### src/design/bbr_pkg.sv
// Shared constants for the boot block receiver: field widths, word layouts and codes.
package bbr_pkg;

	// Default geometry of one page transfer.
	localparam int BLOCK_BYTES_DEF      = 256;
	localparam int FRAMES_PER_BLOCK_DEF = 32;

	// Field widths.
	localparam int CLASS_W   = 9;
	localparam int TYPE_W    = 8;
	localparam int LEN_W     = 4;
	localparam int BYTE_W    = 8;
	localparam int NBYTES    = 8;
	localparam int KIND_W    = 2;
	localparam int PAGE_W    = 16;
	localparam int CHUNK_W   = 5;
	localparam int CHUNK_D_W = BYTE_W * NBYTES;

	// Word layouts on the stream ports.
	localparam int IN_USER_W  = CLASS_W + TYPE_W;
	localparam int IN_DATA_W  = 72;
	localparam int OUT_USER_W = KIND_W;
	localparam int OUT_DATA_W = 88;

	// Configuration port.
	localparam int CFG_IDX_W  = 3;
	localparam int CFG_DATA_W = 9;

	localparam logic [CFG_IDX_W-1:0] REG_PROTOCOL_CLASS = 3'd0;
	localparam logic [CFG_IDX_W-1:0] REG_START_TYPE     = 3'd1;
	localparam logic [CFG_IDX_W-1:0] REG_DATA_TYPE      = 3'd2;
	localparam logic [CFG_IDX_W-1:0] REG_PROGRAM_TYPE   = 3'd3;
	localparam logic [CFG_IDX_W-1:0] REG_ACTIVATE_TYPE  = 3'd4;

	localparam logic [CLASS_W-1:0] PROTOCOL_CLASS_RST = 9'd0;
	localparam logic [TYPE_W-1:0]  START_TYPE_RST     = 8'd15;
	localparam logic [TYPE_W-1:0]  DATA_TYPE_RST      = 8'd16;
	localparam logic [TYPE_W-1:0]  PROGRAM_TYPE_RST   = 8'd19;
	localparam logic [TYPE_W-1:0]  ACTIVATE_TYPE_RST  = 8'd22;

	// Result kinds.
	localparam logic [KIND_W-1:0] KIND_BLOCK_ACK   = 2'd0;
	localparam logic [KIND_W-1:0] KIND_PAGE_CHUNK  = 2'd1;
	localparam logic [KIND_W-1:0] KIND_PROGRAM_ACK = 2'd2;
	localparam logic [KIND_W-1:0] KIND_ACTIVATE    = 2'd3;

	// Largest byte count one data message may carry.
	localparam logic [LEN_W-1:0] MAX_LEN = 4'd8;

endpackage

### src/design/boot_block_receiver.sv
// Boot block receiver: collects a page of firmware data and streams it back for programming.
//
// Results: a message that gives a single result (block acknowledge or activate) shows it on the
// output in the cycle after the word is taken. A program message streams BLOCK_BYTES/8 chunks,
// each read through the registered port of the page memory before it is sent, then the program
// acknowledge; the output register holds each word until the sink takes it.
// Input: any other message is taken whenever the output register is free and no page streams out.
// Reset (arst_n low, asynchronous): idle phase, registers at their defaults, all row valid bits
// cleared, so every page row reads as zero until a data message writes it.
module boot_block_receiver #(
	parameter int BLOCK_BYTES      = bbr_pkg::BLOCK_BYTES_DEF,
	parameter int FRAMES_PER_BLOCK = bbr_pkg::FRAMES_PER_BLOCK_DEF
) (
	input  logic                            clk,
	input  logic                            arst_n,

	// Configuration write channel.
	input  logic                            cfg_valid,
	output logic                            cfg_ready,
	input  logic [bbr_pkg::CFG_IDX_W-1:0]   cfg_index,
	input  logic [bbr_pkg::CFG_DATA_W-1:0]  cfg_data,

	// Received messages.
	input  logic                            s_tvalid,
	output logic                            s_tready,
	// s_tdata, low bit up: data_len[3:0], byte0 .. byte7, 4 bits of zero fill.
	input  logic [bbr_pkg::IN_DATA_W-1:0]   s_tdata,
	// s_tuser, low bit up: msg_class[8:0], msg_type[16:9].
	input  logic [bbr_pkg::IN_USER_W-1:0]   s_tuser,

	// Results.
	output logic                            m_tvalid,
	input  logic                            m_tready,
	// m_tdata, low bit up: page_number[15:0], chunk_index[20:16], chunk_data[84:21],
	// 3 bits of zero fill.
	output logic [bbr_pkg::OUT_DATA_W-1:0]  m_tdata,
	// m_tuser, low bit up: kind[1:0].
	output logic [bbr_pkg::OUT_USER_W-1:0]  m_tuser,
	// m_tlast: high on the final word caused by one message.
	output logic                            m_tlast
);
	import bbr_pkg::*;

	// The page memory holds one 64-bit row per eight-byte chunk. A data frame that fits in the page
	// lands on exactly one row, since its bytes start at frame*8.
	localparam int CHUNKS = BLOCK_BYTES / NBYTES;
	localparam int AW     = $clog2(CHUNKS);
	localparam int FW     = $clog2(FRAMES_PER_BLOCK + 1);

	// Phases of the transfer, plus two states that stream the page back out.
	typedef enum logic [5:0] {
		ST_IDLE    = 6'b000001,
		ST_COLLECT = 6'b000010,
		ST_WAIT    = 6'b000100,
		ST_READ    = 6'b001000,
		ST_ACK     = 6'b010000,
		ST_LOCKED  = 6'b100000
	} state_t;

	state_t state_q;

	// Configuration registers.
	logic [CLASS_W-1:0] protocol_class_q;
	logic [TYPE_W-1:0]  start_type_q;
	logic [TYPE_W-1:0]  data_type_q;
	logic [TYPE_W-1:0]  program_type_q;
	logic [TYPE_W-1:0]  activate_type_q;

	// Transfer state.
	logic [PAGE_W-1:0]  page_q;
	logic [FW-1:0]      frame_q;
	logic [CHUNKS-1:0]  row_vld_q;
	logic [AW-1:0]      rd_idx_q;
	logic               rd_ok_q;

	// Page memory and its registered read port.
	logic [CHUNK_D_W-1:0] page_mem_q [CHUNKS];
	logic [CHUNK_D_W-1:0] rd_data_s1;
	logic                 rd_vld_s1;

	// Output register.
	logic                 out_vld_q;
	logic [KIND_W-1:0]    out_kind_q;
	logic [PAGE_W-1:0]    out_page_q;
	logic [CHUNK_W-1:0]   out_idx_q;
	logic [CHUNK_D_W-1:0] out_data_q;
	logic                 out_last_q;

	// Unpacked input fields.
	logic [CLASS_W-1:0]   msg_class;
	logic [TYPE_W-1:0]    msg_type;
	logic [LEN_W-1:0]     data_len;
	logic [CHUNK_D_W-1:0] msg_bytes;
	logic [LEN_W-1:0]     len_clamped;

	logic                 out_free;
	logic                 in_take;
	logic                 proto_msg;

	// Write port of the page memory.
	logic                 wr_en;
	logic [AW-1:0]        wr_addr;
	logic [NBYTES-1:0]    wr_be;
	logic [CHUNK_D_W-1:0] wr_data;

	assign msg_class = s_tuser[CLASS_W-1:0];
	assign msg_type  = s_tuser[CLASS_W +: TYPE_W];
	assign data_len  = s_tdata[LEN_W-1:0];
	assign msg_bytes = s_tdata[LEN_W +: CHUNK_D_W];

	assign len_clamped = (data_len > MAX_LEN) ? MAX_LEN : data_len;

	// The output register can take a new word when empty or when its word leaves this cycle.
	assign out_free  = !out_vld_q || m_tready;
	assign cfg_ready = 1'b1;
	assign s_tready  = (state_q inside {ST_IDLE, ST_COLLECT, ST_WAIT, ST_LOCKED}) && out_free;
	assign in_take   = s_tvalid && s_tready;
	assign proto_msg = (msg_class == protocol_class_q);

	// A data frame writes the row at its frame number; frames past the page end are dropped.
	// A row never written before reads as zero, so its first write fills the unused bytes
	// with zeros instead of leaving them to the old memory contents.
	always_comb begin
		wr_en   = in_take && proto_msg && (state_q == ST_COLLECT) && (msg_type == data_type_q)
		          && (32'(frame_q) < CHUNKS);
		wr_addr = AW'(frame_q);
		for (int b = 0; b < NBYTES; b++) begin
			if (4'(b) < len_clamped) begin
				wr_data[BYTE_W*b +: BYTE_W] = msg_bytes[BYTE_W*b +: BYTE_W];
				wr_be[b] = 1'b1;
			end else begin
				wr_data[BYTE_W*b +: BYTE_W] = '0;
				wr_be[b] = !row_vld_q[wr_addr];
			end
		end
	end

	// Writes happen only while collecting; the read port samples every cycle, but its word is used
	// only while streaming out, when no write can happen.
	always_ff @(posedge clk) begin
		if (wr_en) begin
			for (int b = 0; b < NBYTES; b++) begin
				if (wr_be[b]) begin
					page_mem_q[wr_addr][BYTE_W*b +: BYTE_W] <= wr_data[BYTE_W*b +: BYTE_W];
				end
			end
		end
		rd_data_s1 <= page_mem_q[rd_idx_q];
		rd_vld_s1  <= row_vld_q[rd_idx_q];
	end

	// Configuration writes.
	always_ff @(posedge clk or negedge arst_n) begin
		if (!arst_n) begin
			protocol_class_q <= PROTOCOL_CLASS_RST;
			start_type_q     <= START_TYPE_RST;
			data_type_q      <= DATA_TYPE_RST;
			program_type_q   <= PROGRAM_TYPE_RST;
			activate_type_q  <= ACTIVATE_TYPE_RST;
		end else if (cfg_valid && cfg_ready) begin
			case (cfg_index)
				REG_PROTOCOL_CLASS: protocol_class_q <= cfg_data;
				REG_START_TYPE:     start_type_q     <= cfg_data[TYPE_W-1:0];
				REG_DATA_TYPE:      data_type_q      <= cfg_data[TYPE_W-1:0];
				REG_PROGRAM_TYPE:   program_type_q   <= cfg_data[TYPE_W-1:0];
				REG_ACTIVATE_TYPE:  activate_type_q  <= cfg_data[TYPE_W-1:0];
				default: ;
			endcase
		end
	end

	// Control sequencer and output register.
	always_ff @(posedge clk or negedge arst_n) begin
		if (!arst_n) begin
			state_q    <= ST_IDLE;
			page_q     <= '0;
			frame_q    <= '0;
			row_vld_q  <= '0;
			rd_idx_q   <= '0;
			rd_ok_q    <= 1'b0;
			out_vld_q  <= 1'b0;
			out_kind_q <= KIND_BLOCK_ACK;
			out_page_q <= '0;
			out_idx_q  <= '0;
			out_data_q <= '0;
			out_last_q <= 1'b0;
		end else begin
			if (out_vld_q && m_tready) begin
				out_vld_q <= 1'b0;
			end
			if (wr_en) begin
				row_vld_q[wr_addr] <= 1'b1;
			end

			case (state_q)
				ST_IDLE: begin
					if (in_take && proto_msg) begin
						if (msg_type == start_type_q) begin
							// Page number arrives high byte first.
							page_q  <= {msg_bytes[7:0], msg_bytes[15:8]};
							frame_q <= '0;
							state_q <= ST_COLLECT;
						end else if (msg_type == activate_type_q) begin
							out_vld_q  <= 1'b1;
							out_kind_q <= KIND_ACTIVATE;
							out_page_q <= page_q;
							out_idx_q  <= '0;
							out_data_q <= '0;
							out_last_q <= 1'b1;
							state_q    <= ST_LOCKED;
						end
					end
				end
				ST_COLLECT: begin
					if (in_take && proto_msg && (msg_type == data_type_q)) begin
						if (frame_q == FW'(FRAMES_PER_BLOCK - 1)) begin
							// Last frame of the page: acknowledge the block.
							frame_q    <= '0;
							out_vld_q  <= 1'b1;
							out_kind_q <= KIND_BLOCK_ACK;
							out_page_q <= page_q;
							out_idx_q  <= '0;
							out_data_q <= '0;
							out_last_q <= 1'b1;
							state_q    <= ST_WAIT;
						end else begin
							frame_q <= frame_q + 1'b1;
						end
					end
				end
				ST_WAIT: begin
					if (in_take && proto_msg && (msg_type == program_type_q)) begin
						rd_idx_q <= '0;
						rd_ok_q  <= 1'b0;
						state_q  <= ST_READ;
					end
				end
				ST_READ: begin
					// The memory word for rd_idx_q is ready in the cycle after the address settles.
					if (!rd_ok_q) begin
						rd_ok_q <= 1'b1;
					end else if (out_free) begin
						out_vld_q  <= 1'b1;
						out_kind_q <= KIND_PAGE_CHUNK;
						out_page_q <= page_q;
						out_idx_q  <= CHUNK_W'(rd_idx_q);
						out_data_q <= rd_vld_s1 ? rd_data_s1 : '0;
						out_last_q <= 1'b0;
						rd_ok_q    <= 1'b0;
						if (rd_idx_q == AW'(CHUNKS - 1)) begin
							state_q <= ST_ACK;
						end else begin
							rd_idx_q <= rd_idx_q + 1'b1;
						end
					end
				end
				ST_ACK: begin
					if (out_free) begin
						out_vld_q  <= 1'b1;
						out_kind_q <= KIND_PROGRAM_ACK;
						out_page_q <= page_q;
						out_idx_q  <= '0;
						out_data_q <= '0;
						out_last_q <= 1'b1;
						state_q    <= ST_IDLE;
					end
				end
				ST_LOCKED: begin
					// Every message is taken and dropped until reset.
				end
				default: begin
					state_q <= ST_IDLE;
				end
			endcase
		end
	end

	assign m_tvalid = out_vld_q;
	assign m_tuser  = out_kind_q;
	assign m_tlast  = out_last_q;
	assign m_tdata  = {{(OUT_DATA_W - PAGE_W - CHUNK_W - CHUNK_D_W){1'b0}},
	                   out_data_q, out_idx_q, out_page_q};

endmodule
### config.mk
export PLATFORM = sky130hd
export DESIGN_NAME = boot_block_receiver
export DESIGN_NICKNAME = d
export VERILOG_FILES = /design/src/design/bbr_pkg.sv /design/src/design/boot_block_receiver.sv
export SDC_FILE = /design/constraint.sdc
export NUM_CORES = 2
export LEC_CHECK = 0
export BUFFER_PORTS_ARGS = -buffer_cell sky130_fd_sc_hd__buf_2
export CORE_ASPECT_RATIO = 2
export CORE_MARGIN = 4
export CORE_UTILIZATION = 55
export DETAILED_ROUTE_END_ITERATION = 12
export PLACE_DENSITY = 0.8
export SLEW_MARGIN = 20
export SYNTH_ARGS = -nofsm -noshare
export SYNTH_HDL_FRONTEND = slang
export SYNTH_SLANG_ARGS = --single-unit
### constraint.sdc
create_clock -name clk -period 6.6 [get_ports clk]
set_clock_uncertainty 0.05 [all_clocks]
set_input_delay 1.32 -clock clk [delete_from_list [all_inputs] [get_ports clk]]
set_output_delay 1.32 -clock clk [all_outputs]
set_load 0.02 [all_outputs]
==> flow_metrics.tcl <==
set metrics [dict create \
    status "completed" \
    ys_types 61 \
    grt_pass1_wl_um 324000 \
    syn_to_final_growth_pct 11.4 \
    drt_pass1_iterations 5 \
    start_util_pct 55.4 \
    async_flop_share_pct 8.49 \
    grt_pass1_vias 45671 \
    vias 43440 \
    synth_top_cell_area_share_pct 68.5 \
    ir_drop_mv 0.199 \
    antenna_found_initial 5 \
    holdWs_ps 388 \
    drc 0 \
    startpoint_type "primary input" \
    ctsHoldBuffers 0 \
    yosysSeqAreaShare_pct 75.4 \
    cts_buffers 188 \
    insertion_delay_ps 830 \
    rows 209 \
    num_io_pins 200 \
    synth_edf_count 2048 \
    routed_via_density 6.50 \
    dieArea_sq_um 170000 \
    crit_type "primary input to flop" \
    grt_max_degree 118 \
    end_kind "flop" \
    finalWeightedCongestion 0.842 \
    synthTopCellsByArea "edfxtp_1 68%, mux4_2 16%, dfrtp_1 5.1%" \
    finalWirelength_um 221000 \
    filler_cell_count 10375 \
    timing.final.crit_share_pct 68.7 \
    setup_violations 0 \
    syn-instance-count 4164 \
    yosysMostFrequentCell "edfxtp_1" \
    htreeDepth 4 \
    tightest_slew_ps 1110 \
    netlist_area_sq_um 89800 \
    die_y_um 580 \
    yosys.area.top_type "edfxtp_1" \
    finalNetCount 4536 \
    cts.sinks 2309 \
    die_x_um 294 \
    cts_resized 0 \
    final_cell_area_sq_um 100000 \
    rsz0062_at_grt "false" \
    dpl_cell_area_sq_um 93700 \
    yosysWarnings 0 \
    cts_max_path_buffers 4 \
    syn_area_per_cell_sq_um 21.6 \
    portBuffers 191 \
    multiInputGateArea_sq_um 21100 \
    synth-seq-cells 2309 \
    slew_headroom_pct 26.0 \
    synth-main-ff-cell "edfxtp_1" \
    period_minus_slack_ps 4540 \
    required_ps 6980 \
    post-cts-setup-buffers 0 \
    cts_tree "done" \
    cts.root.buffer_cell "clkbuf_16" \
    grt_usage_pct 26.4 \
    fmax_mhz 220 \
    hold_path.class "flop to flop" \
    ys_top_cells_by_count "2048 x edfxtp_1, 658 x mux4_2, 275 x nor2_1" \
    ant_nets 0 \
    crit_path_max_fanout 9 \
    leakage_nw 31.7 \
    drive_gt1_share_pct 33.0 \
    arrival_ps 4920 \
    p_total_mw 28.3 \
    hpwl_um 134000 \
    cellPowerDensity_nw_per_um2 283 \
    slew_viol_final 0 \
    clkTransAtPathRegs_ps 70 \
    maxCapViolations 0 \
    overflow 0 \
    core_area_sq_um 162000 \
    fin_tns_setup_ps 0 \
    routedWlPerCell_um 33.1 \
    hold_viol 0 \
    drt_iter0_drc 4771 \
    fin_util_pct 61.7 \
    regArea_sq_um 67700 \
]
-- layout make-up --
type	instances	share of cell area, %
Clock buffer	236	5.14
Sequential cell	2309	67.7
Clock inverter	101	1.21
Tap cell	2110	2.64
Antenna cell	6	0.0150
Multi-Input combinational cell	1544	21.1
Timing Repair Buffer	301	1.91
Inverter	80	0.308
-- critical path: stages --
cell	delay (ps)
buf_2	150
xnor2_1	180
nand4_1	270
or4_1	780
nor4_4	860
nand2_4	540
nor2_1	810
-- cell families after synthesis --
| kind of cell | synth area share, % |
|---|---|
| flops | 75.4 |
| mux | 19.1 |
| simple gates | 3.29 |
| buf+inv | 1.38 |
| compound gates | 0.370 |
| xor+xnor | 0.409 |
| fa+ha+maj | 0.0836 |
| other cells | 0.00836 |
-- placed cells by master, fill, tap and decap left out, types with 6 or more instances in the layout --
cell           n
edfxtp_1    2048
mux4_2       658
nor2_1       274
clkbuf_16    196
buf_2        190
dfrtp_1      180
mux2_2       124
buf_4        100
nand2_1       87
inv_1         79
mux2i_1       71
dfxtp_1       65
nor2b_2       60
xnor2_1       41
nand2b_1      33
nand2_4       32
clkinv_2      30
clkbuf_1      30
bufinv_16     25
clkinv_1      21
mux2_1        19
nand4_1       13
o21ai_0       13
dfstp_2       12
clkinv_4       9
buf_12         9
and2_2         8
clkinvlp_4     8
clkbuf_8       8
nor3_1         7
diode_2        6
and3_1         6
nand3_1        6
o31ai_1        6
ha_1           6
-- flip-flops by register name, indices dropped and copies added (netlist names), 2 cells and up --
| name | count |
|---|---|
| page_mem_q | 2048 |
| rd_data_s1 | 64 |
| activate_type_q | 8 |
| protocol_class_q | 9 |
| out_data_q | 64 |
| data_type_q | 8 |
| out_idx_q | 5 |
| m_tuser | 2 |
| rd_idx_q | 5 |
| start_type_q | 8 |
| page_q | 16 |
| out_page_q | 16 |
| program_type_q | 8 |
| row_vld_q | 32 |
| frame_q | 6 |
| state_q | 6 |
-- through the flow --
stage	setup slack, ps	instances
floorplan	2350	4166
global placement	1300	6342
detailed placement	1220	6342
CTS	2050	6679
global route	1950	6682
finish	2060	6687
-- worst paths after layout --
check | from | end | slack [ps] | cells after the start
worst max-delay path | s_tuser[9] | page_mem_q[18][3]$_DFFE_PP_ | 2060 | 7
worst min-delay path | rd_data_s1[13]$_DFF_P_ | out_data_q[13]$_DFFE_PN0P_ | 390 | 2
worst max register to register | state_q[5]$_DFFE_PN0P_ | page_mem_q[18][3]$_DFFE_PP_ | 2170 | 6
worst min register to register | rd_data_s1[13]$_DFF_P_ | out_data_q[13]$_DFFE_PN0P_ | 390 | 2
max in group asynchronous | arst_n | rd_idx_q[0]$_DFFE_PN0P_ | 4830 | 2
min in group asynchronous | arst_n | page_q[1]$_DFFE_PN0P_ | 460 | 1
-- where the power goes --
| group | leakage (nW) | internal (mW) | total (mW) | switching [mW] |
|---|---|---|---|---|
| Sequential | 19.9 | 16.0 | 16.0 | 0.0404 |
| Clock | 3.10 | 6.54 | 11.7 | 5.18 |
| Combinational | 8.74 | 0.162 | 0.567 | 0.404 |
-- layer usage --
| layer | GRT usage, % | vias up | routed length [um] |
|---|---|---|---|
| met3 | 4.01 | 638 | 17300 |
| li1 | - | 17380 | - |
| met4 | 15.0 | 0 | 15700 |
| met5 | 0 | - | 0 |
| met1 | 30.8 | 22734 | 70500 |
| met2 | 46.8 | 2688 | 118000 |
No activity file was read; power rests on OpenSTA's default activity.
